<file path="config.mk">
export PLATFORM = sky130hd
export DESIGN_NAME = lfu_front
export DESIGN_NICKNAME = d
export VERILOG_FILES = /design/src/rtl/core/lagged_fibonacci_uniform_rng_defines.svh /design/src/rtl/core/lfu_pkg.sv /design/src/rtl/core/lfu_front.sv
export SDC_FILE = /design/constraint.sdc
export NUM_CORES = 1
export LEC_CHECK = 0
export ABC_AREA = 1
export BUFFER_PORTS_ARGS = -buffer_cell sky130_fd_sc_hd__buf_4
export CAP_MARGIN = 30
export CORE_MARGIN = 2
export CORE_UTILIZATION = 40
export CTS_BUF_LIST = sky130_fd_sc_hd__clkbuf_16
export CTS_CLUSTER_DIAMETER = 30
export DETAILED_ROUTE_END_ITERATION = 8
export PLACE_DENSITY = 0.62
export SLEW_MARGIN = 15
export SYNTH_ARGS = -nofsm -noshare
export SYNTH_HDL_FRONTEND = slang
export SYNTH_SLANG_ARGS = --single-unit
</file>
<file path="constraint.sdc">
create_clock -name clk -period 4.73 [get_ports clk]
set_input_delay 0.946 -clock clk [delete_from_list [all_inputs] [get_ports clk]]
set_output_delay 0.946 -clock clk [all_outputs]
set_load 0.03 [all_outputs]
</file>
<file path="src/rtl/core/lagged_fibonacci_uniform_rng_defines.svh">
// Assertion helpers for the RTL back end (lfu_back).
`ifndef LAGGED_FIBONACCI_UNIFORM_RNG_DEFINES_SVH
`define LAGGED_FIBONACCI_UNIFORM_RNG_DEFINES_SVH

// Same-cycle implication, off while reset is held.
`define LFU_ASSERT_NOW(name, clk, rst_n, ante, cons, msg) \
  name: assert property (@(posedge clk) disable iff (!rst_n) (ante) |-> (cons)) \
    else $error(msg);

// Next-cycle implication, off while reset is held.
`define LFU_ASSERT_NEXT(name, clk, rst_n, ante, cons, msg) \
  name: assert property (@(posedge clk) disable iff (!rst_n) (ante) |=> (cons)) \
    else $error(msg);

`endif

</file>
<file path="src/rtl/core/lfu_pkg.sv">
`default_nettype none

package lfu_pkg;

  localparam int LFU_TABLE_DEPTH = 97;
  localparam int LFU_QUEUE_DEPTH = 2;
  localparam int FRAC_BITS       = 24;
  localparam int SHORT_LAG_START = 33;

  localparam logic [23:0] SEQ_START = 24'd362436;
  localparam logic [23:0] SEQ_DEC   = 24'd7654321;
  localparam logic [23:0] SEQ_MOD   = 24'd16777213;
  localparam logic [23:0] SEQ_WRAP  = 24'd9122892;   // SEQ_MOD - SEQ_DEC

  localparam logic [14:0] SEED1_MAX     = 15'd31328;
  localparam logic [14:0] SEED2_MAX     = 15'd30081;
  localparam logic [14:0] SEED1_DEFAULT = 15'd1802;
  localparam logic [14:0] SEED2_DEFAULT = 15'd9373;

  localparam logic [7:0]  DIV_A  = 8'd177;
  localparam logic [7:0]  DIV_B  = 8'd169;
  localparam logic [7:0]  MOD_K  = 8'd179;
  localparam logic [13:0] L_MULT = 14'd53;

  // command classes
  localparam logic OP_DRAW   = 1'b0;
  localparam logic OP_RESEED = 1'b1;

  // register indexes
  localparam logic REG_SEED_FIRST  = 1'b0;
  localparam logic REG_SEED_SECOND = 1'b1;

  typedef struct packed {
    logic        op;
    logic        range_error;
    logic [31:0] range_low;
    logic [32:0] span;
  } lfu_cmd_t;

  // Remainder of a value below 256*modulus, by eight conditional subtracts.
  function automatic logic [7:0] mod_small(input logic [14:0] value,
                                           input logic [7:0] modulus);
    logic [15:0] rem;
    logic [15:0] step;
    int          t;
    rem = {1'b0, value};
    for (t = 7; t >= 0; t--) begin
      step = 16'(modulus) << t;
      if (rem >= step) begin
        rem = rem - step;
      end
    end
    return rem[7:0];
  endfunction

endpackage

`default_nettype wire

</file>
<file path="src/rtl/core/lfu_front.sv">
`default_nettype none

module lfu_front #(
  parameter int QUEUE_DEPTH = 2
) (
  input  wire logic               clk,
  input  wire logic               rst_n,
  input  wire logic               in_valid,
  output logic                    in_stall,
  input  wire logic               in_func,
  input  wire logic signed [31:0] in_range_low,
  input  wire logic signed [31:0] in_range_high,
  output logic                    cmd_valid,
  input  wire logic               cmd_take,
  output lfu_pkg::lfu_cmd_t       cmd
);

  import lfu_pkg::*;

  localparam int PW = (QUEUE_DEPTH > 1) ? $clog2(QUEUE_DEPTH) : 1;
  localparam int CW = $clog2(QUEUE_DEPTH + 1);

  lfu_cmd_t      q_mem_r [QUEUE_DEPTH];
  logic [PW-1:0] wr_ptr_r, wr_ptr_nxt;
  logic [PW-1:0] rd_ptr_r, rd_ptr_nxt;
  logic [CW-1:0] count_r, count_nxt;
  logic          push, pop;
  logic [33:0]   diff;
  lfu_cmd_t      new_cmd;

  assign in_stall  = (count_r == CW'(QUEUE_DEPTH));
  assign cmd_valid = (count_r != '0);
  assign cmd       = q_mem_r[rd_ptr_r];
  assign push      = in_valid && !in_stall;
  assign pop       = cmd_take && cmd_valid;

  // classify: span and order check are settled here, not in the back end
  always_comb begin
    diff = {{2{in_range_high[31]}}, in_range_high} - {{2{in_range_low[31]}}, in_range_low};
    new_cmd.op          = in_func ? OP_RESEED : OP_DRAW;
    new_cmd.range_error = diff[33];
    new_cmd.range_low   = in_range_low;
    new_cmd.span        = diff[32:0] + 33'd1;
  end

  always_comb begin
    wr_ptr_nxt = wr_ptr_r;
    rd_ptr_nxt = rd_ptr_r;
    count_nxt  = count_r;
    if (push) begin
      wr_ptr_nxt = (wr_ptr_r == PW'(QUEUE_DEPTH - 1)) ? '0 : wr_ptr_r + PW'(1);
    end
    if (pop) begin
      rd_ptr_nxt = (rd_ptr_r == PW'(QUEUE_DEPTH - 1)) ? '0 : rd_ptr_r + PW'(1);
    end
    if (push && !pop) begin
      count_nxt = count_r + CW'(1);
    end else if (pop && !push) begin
      count_nxt = count_r - CW'(1);
    end
  end

  always_ff @(posedge clk) begin
    if (!rst_n) begin
      wr_ptr_r <= '0;
      rd_ptr_r <= '0;
      count_r  <= '0;
    end else begin
      wr_ptr_r <= wr_ptr_nxt;
      rd_ptr_r <= rd_ptr_nxt;
      count_r  <= count_nxt;
    end
  end

  always_ff @(posedge clk) begin
    if (push) begin
      q_mem_r[wr_ptr_r] <= new_cmd;
    end
  end

endmodule

`default_nettype wire

</file>
# After elaboration in Yosys (flattened, before gate mapping)
# Memories as Yosys holds them, arrays and structs flattened. A register that Yosys moved wholly into a read port is not among the register bits.
# Index checks and enable logic that the tools add are counted.
[totals] register_bits=4 ramBits=134 input_bits=69 word_cells=29 memories=1
[classes] addsub=6 n_eq_ne=1 n_mux=9 n_reduce_logical=9
[memory_table] name="q_mem_r" words=2 word_bits=67 read_ports=1 rd_ports_with_merged_regs=1 write_ports=1 line_no="lfu_front.sv:23" text="lfu_cmd_t q_mem_r [QUEUE_DEPTH];"
[op_table] cell="$add A33 B1 Y33 const B" count=1
[op_table] cell="$sub A32 B32 Y33" count=1
[op_table] cell="$mux W1" count=7
[op_table] cell="$logic_and A1 B1 Y1" count=4
[op_table] cell="$mux W2" count=2
[op_table] cell="$reduce_bool A2 Y1" count=2
[op_table] cell="$logic_not A1 Y1" count=3
[op_table] cell="$add A1 B1 Y1 const B" count=2
[op_table] cell="$add A2 B1 Y2 const B" count=1
[op_table] cell="$eq A2 B2 Y1 const B" count=1
[op_table] cell="$sub A2 B1 Y2 const B" count=1

# Logic depth before layout (Yosys ltp)
# Gate-level depths: netlist (run 1).
[depth] ltp_word=7 ltp_mapped=20 depth_no_buf=20

# Worst setup path after synthesis (run 1)
# No wires, ideal clock.
[synth_path] path_kind="input -> register" from="input in_valid" to="memory q_mem_r[1][0] (netlist name) (enable)" setup_ns=0.494 arrival_ns=3.909 required_ns=4.236 slack_ns=0.327 cell_stages=2 path_buffers=0 path_cell_list="o21ai_0 -> nor2_1"
[synth_between] elab_chain_len=3
[synth_lines] item="start: declaration" line_no="lfu_front.sv:8" text="input wire logic in_valid,"
[synth_lines] item="$logic_and A1 B1 Y1" line_no="lfu_front.sv:34" text="assign push = in_valid && !in_stall;"
[synth_lines] item="$mux W1" line_no="lfu_front.sv:76" text="if (push) begin"
[synth_lines] item="$mux W1 (implied by the code)" line_no="lfu_front.sv:77" text="q_mem_r[wr_ptr_r] <= new_cmd;"
[synth_lines] item="end: declaration" line_no="lfu_front.sv:23"
# No other way between the ends.

==> qor.yml, run 1 <==
placement:
  dp_slack_ns: 1.08
  sum_of_net_half_perimeters_after_detailed_placement_um: 17000
  buffer_ports.inserted: 137
  place_congestion: 0.911
grt:
  antenna_found_initial: 0
  grtUsageTotal_pct: 18.9
  overflow: 0
  grt_pass1_vias: 7144
  global_route_wire_length_before_repair_um: 35400
  grt_max_degree: 68
drt:
  drt_first_pass_iters: 5
  via_per_inst: 4.77
  routedWlPerCell_um: 14.3
  wl_um: 22100
  route.vias.total: 7399
  detailedRoute.firstIterationViolations: 429
  number_of_antenna_violating_nets_in_the_routed_design: 0
  post-route-drc-count: 0
layout:
  layout.cells.most_common: "nand2_1"
  final_core_util_pct: 49.6
  leading_cell_types_in_the_layout_fill_and_taps_excluded: "nand2_1, inv_1, buf_4"
  design.final.nets: 1358
  flow.area_growth_from_synthesis_pct: 22.1
  share_of_final_layout_standard_cells_stronger_than_drive_strength_1_pct: 23.9
  antenna_cells: 0
  n_fill_cell: 2135
pwr:
  power.total_mw: 4.85
  powerDensity_nw_per_um2: 435
  comb_power_share_pct: 36.7
  vdd_ir_drop_max_mv: 0.244
  p_switching_mw: 1.72
  netSwitchingFraction_pct: 35.6
  cellInternalPower_mw: 3.13
  power_frac_seq_pct: 33.8
  power.static_leakage_nw: 5.22
  power_frac_clock_pct: 29.5
timing:
  tightestPinTransition_ns: 0.934
  maxSlewHeadroom_pct: 37.7
  post-route-worst-setup-slack_ns: 1.49
  timing_max_transition_violations_final: 0
  max_clock_freq_ghz: 0.308
  period_share_pct: 68.6
  setup-violations-final: 0
  post-route-min-period_ns: 3.24
  rsz0062_at_grt: "false"
  final-hold-violation-count: 0
  setup-tns-final_ns: 0
  clock_skew_ns: 0.00683
  fin_worst_hold_slack_ns: 0.472
yosys:
  cells_after_synthesis: 1101
  synth-async-reset-ratio_pct: 0
  synth_top_family_by_area: "simple AND/OR/NAND/NOR gates"
  synthesis.area_per_instance_um2: 8.29
  synthesis.yosys.warnings: 0
  synth-xor-area-share_pct: 2.38
  synth.net_count: 1206
  synthesis.area_um2: 9130
  synthMuxAreaShare_pct: 8.26
  ys_seq_area_share_pct: 45.2
  synth_compound_gate_area_share_pct: 2.00
  synth_simple_gate_area_share_pct: 28.2
  synth_enable_flop_cells: 134
  synth_fa_ha_area_share_pct: 5.02
  ys.flop_type: "edfxtp_1"
  synth.lib_cells_used.distinct: 34
  synth.ff_latch_count: 139
worst_setup_path:
  timing.critical_path.cells: "buf_4, inv_1, ha_1, nand2_1, nor2_1, inv_1, nor2_1, nand3_1, nand4_1, nand2_1, nor2_2, nand2_1, nor2_1, nand3_1, nand2_1, nand2_1"
  worstPathArrival_ns: 3.41
  crit_top_cell: "nand2_1"
  crit_path_max_fanout: 6
  worst-path-buf-inv: 3
  critical_path.startpoint_type: "primary input"
  cp_data_required_time_ns: 4.89
  cpMaxStageDelayCell: "ha_1"
  timing.critical_path.slowest_cell_delay_ns: 0.45
  critPathCaptureType: "register"
  critPathKind: "primary input to register"
  critPathTopFamily: "simple AND/OR/NAND/NOR gates"
  reg2reg_slack_ns: 2.49
clocking:
  clkSinkCount: 139
  ctsLongestPathBuffers: 2
  ctsResizeCount: 0
  numCtsBuffers: 17
  clock_tree.htree_level_count: 4
  tritoncts_clock_tree: "done"
  buffer_count_from_post_cts_setup_fixing: 0
  insertion_delay_ns: 0.43
  cts_hold_buf: 0
  cts_root_buf: "clkbuf_16"
  clkTransAtPathRegs_ns: 0.06
die:
  core_area_um2: 22500
  ios: 138
  initial_standard_cell_utilization_of_the_core_pct: 40.6
  placementRows: 55
  die_height_um: 155
  die_area_um2: 24000
  dieWidth_um: 155
outcome:
  status: "complete, no violations"
flow_run:
  count_of_max_cap_constraint_violations: 0
min_path:
  holdCritPathClass: "register to register"
[cell usage after synthesis (all sizes together) (2+ instances only)]
library cell	n	area, um2
inv	211	792
nand2	370	1470
buf	3	11.3
o21ai	9	45.0
a21oi	22	114
ha	35	438
nor3	10	61.3
a21o	2	15.0
nor2	108	470
nand4	20	125
mux2	67	754
edfxtp	134	4020
xor2	15	139
clkbuf	4	15.0
nand3	68	403
xnor2	9	78.8
nand3b	4	30.0
dfxtp	5	100
[metal layers]
| metal | up-vias | routed length [um] | GRT usage (%) |
|---|---|---|---|
| met5 | - | 0 | 0 |
| met4 | 0 | 410 | 6.35 |
| met3 | 33 | 1060 | 4.07 |
| met2 | 198 | 10300 | 31.3 |
| met1 | 3339 | 10400 | 24.5 |
| li1 | 3829 | - | - |
[layout make-up]
cell class	instances	area (um2)	share of cell area [%]
tap	285	357	3.20
clock buffer	17	425	3.82
multi-input combinational	743	4200	37.6
inverter	212	796	7.14
clock inverter	15	199	1.78
sequential	139	4130	37.0
timing repair buffer	140	1050	9.43
[worst reg2reg max path, stage by stage (launching register included)]
cell	delay (ns)
dfxtp_1	0.30
inv_1	0.10
o21ai_0	0.25
nor2_4	0.47
buf_4	0.70
[power by group through the flow]
stage                     clock network (mW)  logic, mW  registers, mW
after floorplan                            0       1.22           1.67
after global placement                     0       1.79           1.66
after detailed placement                   0       1.79           1.67
after CTS                               1.46       1.80           1.64
after global routing                    1.52       1.94           1.66
final                                   1.43       1.78           1.64
[through the flow]
stage	std cells	instance area (um2)
detailed placement	1519	10500
CTS	1551	11200
finish	1551	11200
global route	1551	11200
global placement	1519	10500
floorplan	1101	9130
[logic make-up after synthesis]
family	Yosys count
buffers and inverters	219
xor gates and xnor gates	24
muxes	67
and+or+nand+nor	582
AOI/OAI and AO/OA	34
DFF	139
adders and majority gates	36
[state kept, by name (all words and copies together) (netlist names), named ones only]
register	flops
q_mem_r	134
count_r	2
wr_ptr_r	1
rd_ptr_r	1
[final timing paths]
kind,start,end,cells past startpoint
max,in_range_low[22],q_mem_r[1][28]$_DFFE_PP_,16
min,rd_ptr_r$_SDFFE_PN0P_,rd_ptr_r$_SDFFE_PN0P_,2
max reg2reg,count_r[1]$_SDFFE_PN0P_,q_mem_r[1][45]$_DFFE_PP_,4
min reg2reg,rd_ptr_r$_SDFFE_PN0P_,rd_ptr_r$_SDFFE_PN0P_,2
No activity file was read; power rests on OpenSTA's default activity.
==> inputs of run 2 (changes only) <==
--- a/config.mk
+++ b/config.mk
@@ -5,7 +5,7 @@
 export SDC_FILE = /design/constraint.sdc
 export NUM_CORES = 1
 export LEC_CHECK = 0
-export ABC_AREA = 1
+export ABC_AREA = 0
 export BUFFER_PORTS_ARGS = -buffer_cell sky130_fd_sc_hd__buf_4
 export CAP_MARGIN = 30
 export CORE_MARGIN = 2
@@ -13,7 +13,7 @@
 export CTS_BUF_LIST = sky130_fd_sc_hd__clkbuf_16
 export CTS_CLUSTER_DIAMETER = 30
 export DETAILED_ROUTE_END_ITERATION = 8
-export PLACE_DENSITY = 0.62
+export PLACE_DENSITY = 0.63
 export SLEW_MARGIN = 15
 export SYNTH_ARGS = -nofsm -noshare
 export SYNTH_HDL_FRONTEND = slang
==> constraint.sdc (replaced) <==
create_clock -name clk -period 3.2 [get_ports clk]
set_input_delay 0.64 -clock clk [delete_from_list [all_inputs] [get_ports clk]]
set_output_delay 0.64 -clock clk [all_outputs]
set_load 0.03 [all_outputs]
==> qor.yml, run 2 <==
outcome:
  status: "finished, violations left"
  failed_checks: "negative setup slack"
layout:
  flow.area_growth_from_synthesis_pct: 44.3
  n_fill_cell: 1549  # -27%
  share_of_final_layout_standard_cells_stronger_than_drive_strength_1_pct: 49.5  # +26 points
  max_reg_flops: 134  # unchanged
  design.final.nets: 1009  # -26%
  reg_top3: "q_mem_r x134, count_r x2"
  layout.cells.most_common: "buf_4"
  antenna_cells: 0  # unchanged
  registers.top_by_ff_count: "q_mem_r"
  leading_cell_types_in_the_layout_fill_and_taps_excluded: "buf_4, edfxtp_1, mux2_2"
  final_core_util_pct: 59.1  # +9.5 points
timing:
  period_share_pct: 103
  maxSlewHeadroom_pct: 49.6  # +12 points
  rsz0062_at_grt: "true"
  timing_max_transition_violations_final: 0  # unchanged
  setup-violations-final: 26  # +26
  clock_skew_ns: 0.00382  # -0.00301 ns
  max_clock_freq_ghz: 0.303
  tightestPinTransition_ns: 0.755  # -0.179 ns
  final-hold-violation-count: 0  # unchanged
  post-route-worst-setup-slack_ns: -0.103  # -1.59 ns
  post-route-min-period_ns: 3.30
  fin_worst_hold_slack_ns: 0.412  # -0.0597 ns
grt:
  global_route_wire_length_before_repair_um: 29000  # -18%
  overflow: 0  # unchanged
  grt_max_degree: 43  # -37%
  grt_pass1_vias: 5984  # -16%
  antenna_found_initial: 0  # unchanged
  grtUsageTotal_pct: 18.4  # -0.49 points
yosys:
  synthesis.area_um2: 7690  # -16%
  synth_enable_flop_cells: 134  # unchanged
  synth_top_area_cell: "edfxtp_1"
  netlist_top_cells_count: "edfxtp_1, mux2_2, inv_1"
  synthMostInstantiatedCell: "edfxtp_1"
  synthesis.area_per_instance_um2: 12.4  # +50%
  synth.ff_latch_count: 139  # unchanged
  yosys-top-cells-area: "edfxtp_1, mux2_2, ha_1"
  ys.flop_type: "edfxtp_1"
  cells_after_synthesis: 620  # -44%
  synth-async-reset-ratio_pct: 0  # unchanged
  synth.net_count: 725  # -40%
  synthesis.yosys.warnings: 0  # unchanged
  synth.lib_cells_used.distinct: 71  # +110%
  synth_top_cell_area_share_pct: 52.4  # +8.3 points
  ys_seq_area_share_pct: 53.7  # +8.5 points
die:
  initial_standard_cell_utilization_of_the_core_pct: 41.0  # +0.39 points
  placementRows: 50  # -9.1%
  ios: 138  # unchanged
  core_area_um2: 18800  # -17%
  dieWidth_um: 143  # -8.0%
  die_height_um: 143  # -8.0%
  die_area_um2: 20300  # -15%
drt:
  routedWlPerCell_um: 16.1  # +13%
  route.vias.total: 5820  # -21%
  wl_um: 18600  # -16%
  via_per_inst: 5.06  # +6.0%
  detailedRoute.firstIterationViolations: 262  # -39%
  post-route-drc-count: 0  # unchanged
  number_of_antenna_violating_nets_in_the_routed_design: 0  # unchanged
  drt_first_pass_iters: 5  # unchanged
clocking:
  cts_root_buf: "clkbuf_16"
  clock_tree.htree_level_count: 4  # unchanged
  clkSinkCount: 139  # unchanged
  clkTransAtPathRegs_ns: 0.06  # about the same
  numCtsBuffers: 17  # unchanged
  tritoncts_clock_tree: "done"
  ctsLongestPathBuffers: 2  # unchanged
  insertion_delay_ns: 0.42  # about the same
placement:
  sum_of_net_half_perimeters_after_detailed_placement_um: 13600  # -20%
  place_congestion: 0.924  # +1.4%
  buffer_ports.inserted: 137  # unchanged
worst_setup_path:
  critPathCaptureType: "register"
  crit_path_max_fanout: 4  # -2
  critical_path.startpoint_type: "primary input"
  critPathKind: "primary input to register"
  cp_data_required_time_ns: 3.41  # -1.48 ns
  worstPathArrival_ns: 3.52  # +0.11 ns
min_path:
  holdCritPathClass: "primary input to register"
pwr:
  powerDensity_nw_per_um2: 653  # +50%
  vdd_ir_drop_max_mv: 0.421  # +73%
  power.static_leakage_nw: 4.53  # -13%
flow_run:
  count_of_max_cap_constraint_violations: 0  # unchanged
run 2: cell count changes after synthesis, moves of 14 or more:
cell and delta:
nand2_1 -310, inv_1 -158, nor2_1 -56, nand3_1 -46, xnor2_1 +30, nand2_2 -24
nand4_1 -14
run 2: cell families (layout without fill, tap and decap cells):
logic type	count (synthesis)	count (layout)	synth area share [%]
buffers and inverters	61	358	3.13
AOI/OAI and AO/OA	109	109	10.2
xor gates and xnor gates	56	56	6.38
DFF	139	139	53.7
and+or+nand+nor	152	152	10.8
adders and majority gates	36	36	5.96
muxes	67	67	9.82
run 2: layer usage:
layer | vias to the layer above | part of all wire (%) | track usage [%]
met4 | 0 | 2.2 | 5.99
met1 | 2761 | 44 | 22.5
met3 | 30 | 4.7 | 4.66
li1 | 2881 | - | -
met5 | - | 0 | 0
met2 | 148 | 49 | 31.8
run 2: metrics by stage:
stage | cell area (um2) | setup TNS [ns] | setup slack (ns) | std cells | total power [mW]
floorplan | 7870 | -5.80 | -0.314 | 620 | 4.25
global placement | 10200 | -18.20 | -0.581 | 1110 | 5.32
detailed placement | 10200 | -20.72 | -0.626 | 1110 | 5.38
CTS | 10900 | -1.10 | -0.0897 | 1146 | 7.27
global route | 11100 | -3.09 | -0.167 | 1151 | 7.59
finish | 11100 | -1.51 | -0.103 | 1151 | 7.25
run 2: final timing paths:
path | start | end | slack, ns | cells after the start
setup / recovery | in_range_low[1] | q_mem_r[1][23]$_DFFE_PP_ | -0.10 | 13
hold / removal | in_func | q_mem_r[1][66]$_DFFE_PP_ | 0.41 | 1
setup reg to reg | count_r[0]$_SDFFE_PN0P_ | q_mem_r[0][50]$_DFFE_PP_ | 1.28 | 4
hold reg to reg | count_r[1]$_SDFFE_PN0P_ | count_r[1]$_SDFFE_PN0P_ | 0.56 | 2
run 2: report_power, final:
| group | internal [mW] | switching [mW] | leakage (nW) |
|---|---|---|---|
| registers | 2.36 | 0.127 | 1.29 |
| clock network | 1.06 | 0.770 | 0.268 |
| logic | 1.32 | 1.61 | 2.97 |
| total | 4.74 | 2.50 | 4.53 |
run 2: area by class of cell:
cell class / count / area, um2 / area share (%)
Tap cell: 234 / 293 / 2.64
Clock inverter: 15 / 124 / 1.12
Inverter: 47 / 201 / 1.82
Sequential cell: 139 / 4130 / 37.2
Timing Repair Buffer: 279 / 2190 / 19.8
Multi-Input combinational cell: 420 / 3730 / 33.6
Clock buffer: 17 / 425 / 3.84
run 2: critical path, cell delays in order:
cell	delay (ns)
buf_12	0.10
inv_12	0.03
ha_4	0.22
nor2b_4	0.12
o2111a_1	0.26
o211a_1	0.23
or4_4	0.50
a311oi_4	0.27
and4_1	0.24
and3_4	0.20
nand4_1	0.22
nor2_1	0.21
xor2_1	0.29
run 2: what timing repair did:
action	in CTS	in global routing
buffers inserted	4	6
pin swaps	19	14
endpoints found under the hold margin	0	0
hold buffers	0	0
resized for setup	24	30
endpoints found under the setup margin	26	32
==> inputs of run 3 (changes only) <==
==> constraint.sdc (replaced) <==
create_clock -name clk -period 3.5 [get_ports clk]
set_input_delay 0.7 -clock clk [delete_from_list [all_inputs] [get_ports clk]]
set_output_delay 0.7 -clock clk [all_outputs]
set_load 0.03 [all_outputs]
==> qor.yml, run 3 (synthesis gave the netlist of run 2 again) <==
worst_setup_path:
  timing.critical_path.slowest_cell_delay_ns: 0.50  # about the same
  crit_path_max_fanout: 4  # unchanged
  cp.depth: 13  # unchanged
  cp_data_required_time_ns: 3.66  # +0.25 ns
  critPathCaptureType: "register"
  cpMaxStageDelayCell: "or4_4"
  timing.critical_path.cells: "buf_12, inv_12, ha_4, nor2b_4, o2111a_2, o211a_1, or4_4, a311oi_4, and4_4, and3_4, nand4_1, nor3_1, xnor2_1"
  worst-path-buf-inv: 2  # unchanged
  critical_path.startpoint_type: "primary input"
  worstPathArrival_ns: 3.57  # +0.05 ns
  critPathKind: "primary input to register"
  worstRegToRegCells: 4  # unchanged
  critPathTopFamily: "simple AND/OR/NAND/NOR gates"
layout:
  leading_cell_types_in_the_layout_fill_and_taps_excluded: "buf_4, edfxtp_1, mux2_2"
  antenna_cells: 0  # unchanged
  registers.top_by_ff_count: "q_mem_r"
  max_reg_flops: 134  # unchanged
  multiInputGateArea_um2: 3540  # -5.1%
  final_design_area_no_fill_um2: 10700  # -3.5%
  share_of_final_layout_standard_cells_stronger_than_drive_strength_1_pct: 46.5  # -3.1 points
  flow.area_growth_from_synthesis_pct: 39.3
  reg_top3: "q_mem_r x134, count_r x2"
  layout.area.seq_um2: 4130  # unchanged
  layout.cells.most_common: "buf_4"
  n_fill_cell: 1558  # +0.58%
  design.final.nets: 994  # -1.5%
clocking:
  clock_tree.htree_level_count: 4  # unchanged
  tritoncts_clock_tree: "done"
  numCtsBuffers: 17  # unchanged
  cts_root_buf: "clkbuf_16"
  ctsLongestPathBuffers: 2  # unchanged
  clkTransAtPathRegs_ns: 0.06  # about the same
  clkSinkCount: 139  # unchanged
  cts_hold_buf: 0  # unchanged
  insertion_delay_ns: 0.42  # about the same
timing:
  timing_max_transition_violations_final: 0  # unchanged
  clock_skew_ns: 0.00640  # +0.00258 ns
  max_clock_freq_ghz: 0.293
  period_share_pct: 97.4
  final-hold-violation-count: 0  # unchanged
  tightestPinTransition_ns: 0.591  # -0.164 ns
  post-route-min-period_ns: 3.41
  setup-violations-final: 0  # -100%
  setup-tns-final_ns: 0  # +1.51 ns
  maxSlewHeadroom_pct: 60.6  # +11 points
  rsz0062_at_grt: "true"
die:
  die_height_um: 143  # unchanged
  dieWidth_um: 143  # unchanged
  ios: 138  # unchanged
  initial_standard_cell_utilization_of_the_core_pct: 41.0  # unchanged
  placementRows: 50  # unchanged
  die_area_um2: 20300  # unchanged
  core_area_um2: 18800  # unchanged
placement:
  buffer_ports.inserted: 137  # unchanged
  place_congestion: 0.902  # -2.4%
  post_dp_cell_area_um2: 10000  # -1.4%
  sum_of_net_half_perimeters_after_detailed_placement_um: 13500  # -1.1%
drt:
  via_per_inst: 5.05  # -0.12%
  post-route-drc-count: 0  # unchanged
  route.vias.total: 5737  # -1.4%
  routedWlPerCell_um: 16.0  # -0.69%
  detailedRoute.firstIterationViolations: 268  # +2.3%
  wl_um: 18200  # -2.0%
  drt_first_pass_iters: 5  # unchanged
  number_of_antenna_violating_nets_in_the_routed_design: 0  # unchanged
pwr:
  powerDensity_nw_per_um2: 609  # -6.9%
  power.static_leakage_nw: 4.37  # -3.5%
  vdd_ir_drop_max_mv: 0.418  # -0.71%
min_path:
  holdCritPathClass: "primary input to register"
  hold_depth: 1  # unchanged
outcome:
  status: "complete, no violations"
flow_run:
  count_of_max_cap_constraint_violations: 0  # unchanged
grt:
  grt_max_degree: 68  # +58%
  grt_pass1_vias: 5826  # -2.6%
  overflow: 0  # unchanged
  antenna_found_initial: 0  # unchanged
  grtUsageTotal_pct: 17.8  # -0.58 points
  global_route_wire_length_before_repair_um: 28200  # -2.5%
run 3: changes by cell type in the layout (fill, tap and decap cells not counted), sizes merged:
| cell | delta |
|---|---|
| clkinv | +1 |
| bufinv | -1 |
| buf | -15 |
run 3: layout make-up:
| class | count | area share, % |
|---|---|---|
| clock buffers | 17 | 3.97 |
| clock inverters | 15 | 1.10 |
| inverters | 47 | 1.88 |
| multi-input cells | 420 | 33.0 |
| flip-flops and latches | 139 | 38.5 |
| well taps | 234 | 2.73 |
| repair buffers | 264 | 18.7 |
run 3: what timing repair did:
item | 4_1_cts | 5_1_grt
buffers inserted | 0 | 5
endpoints found under the setup margin | 0 | 26
gates resized for setup | 0 | 19
run 3: final timing paths:
path	startpoint	end	slack (ns)
hold reg to reg	count_r[1]$_SDFFE_PN0P_	count_r[1]$_SDFFE_PN0P_	0.56
hold / removal	in_func	q_mem_r[1][66]$_DFFE_PP_	0.47
setup reg to reg	count_r[0]$_SDFFE_PN0P_	q_mem_r[0][48]$_DFFE_PP_	1.61
setup / recovery	in_range_low[1]	q_mem_r[1][25]$_DFFE_PP_	0.09
run 3: per-layer routing:
metal	vias to the layer above	routed length [um]	global-route usage [%]
li1	2838	-	-
met1	2737	8220	22.3
met2	148	8950	30.9
met3	14	793	3.99
met4	0	223	5.16
met5	-	0	0
run 3: metrics by stage:
step	setup WS, ns	std cells	util [%]	hold slack (ns)	power, mW
6_report	0.0901	1136	57.1	0.467	6.52
5_1_grt	-0.0386	1136	57.1	0.447	6.82
4_1_cts	0.0519	1130	56.4	0.456	6.55
3_5_place_dp	-0.381	1098	53.5	0.554	4.89
3_3_place_gp	-0.342	1098	53.5	0.482	4.83
2_1_floorplan	-0.0743	620	-	0.473	3.89
run 3: report_power, final:
| part | total (mW) | internal, mW | switching (mW) |
|---|---|---|---|
| clock network | 1.65 | 0.915 | 0.731 |
| logic | 2.59 | 1.15 | 1.43 |
| registers | 2.28 | 2.16 | 0.126 |
| total | 6.52 | 4.23 | 2.29 |
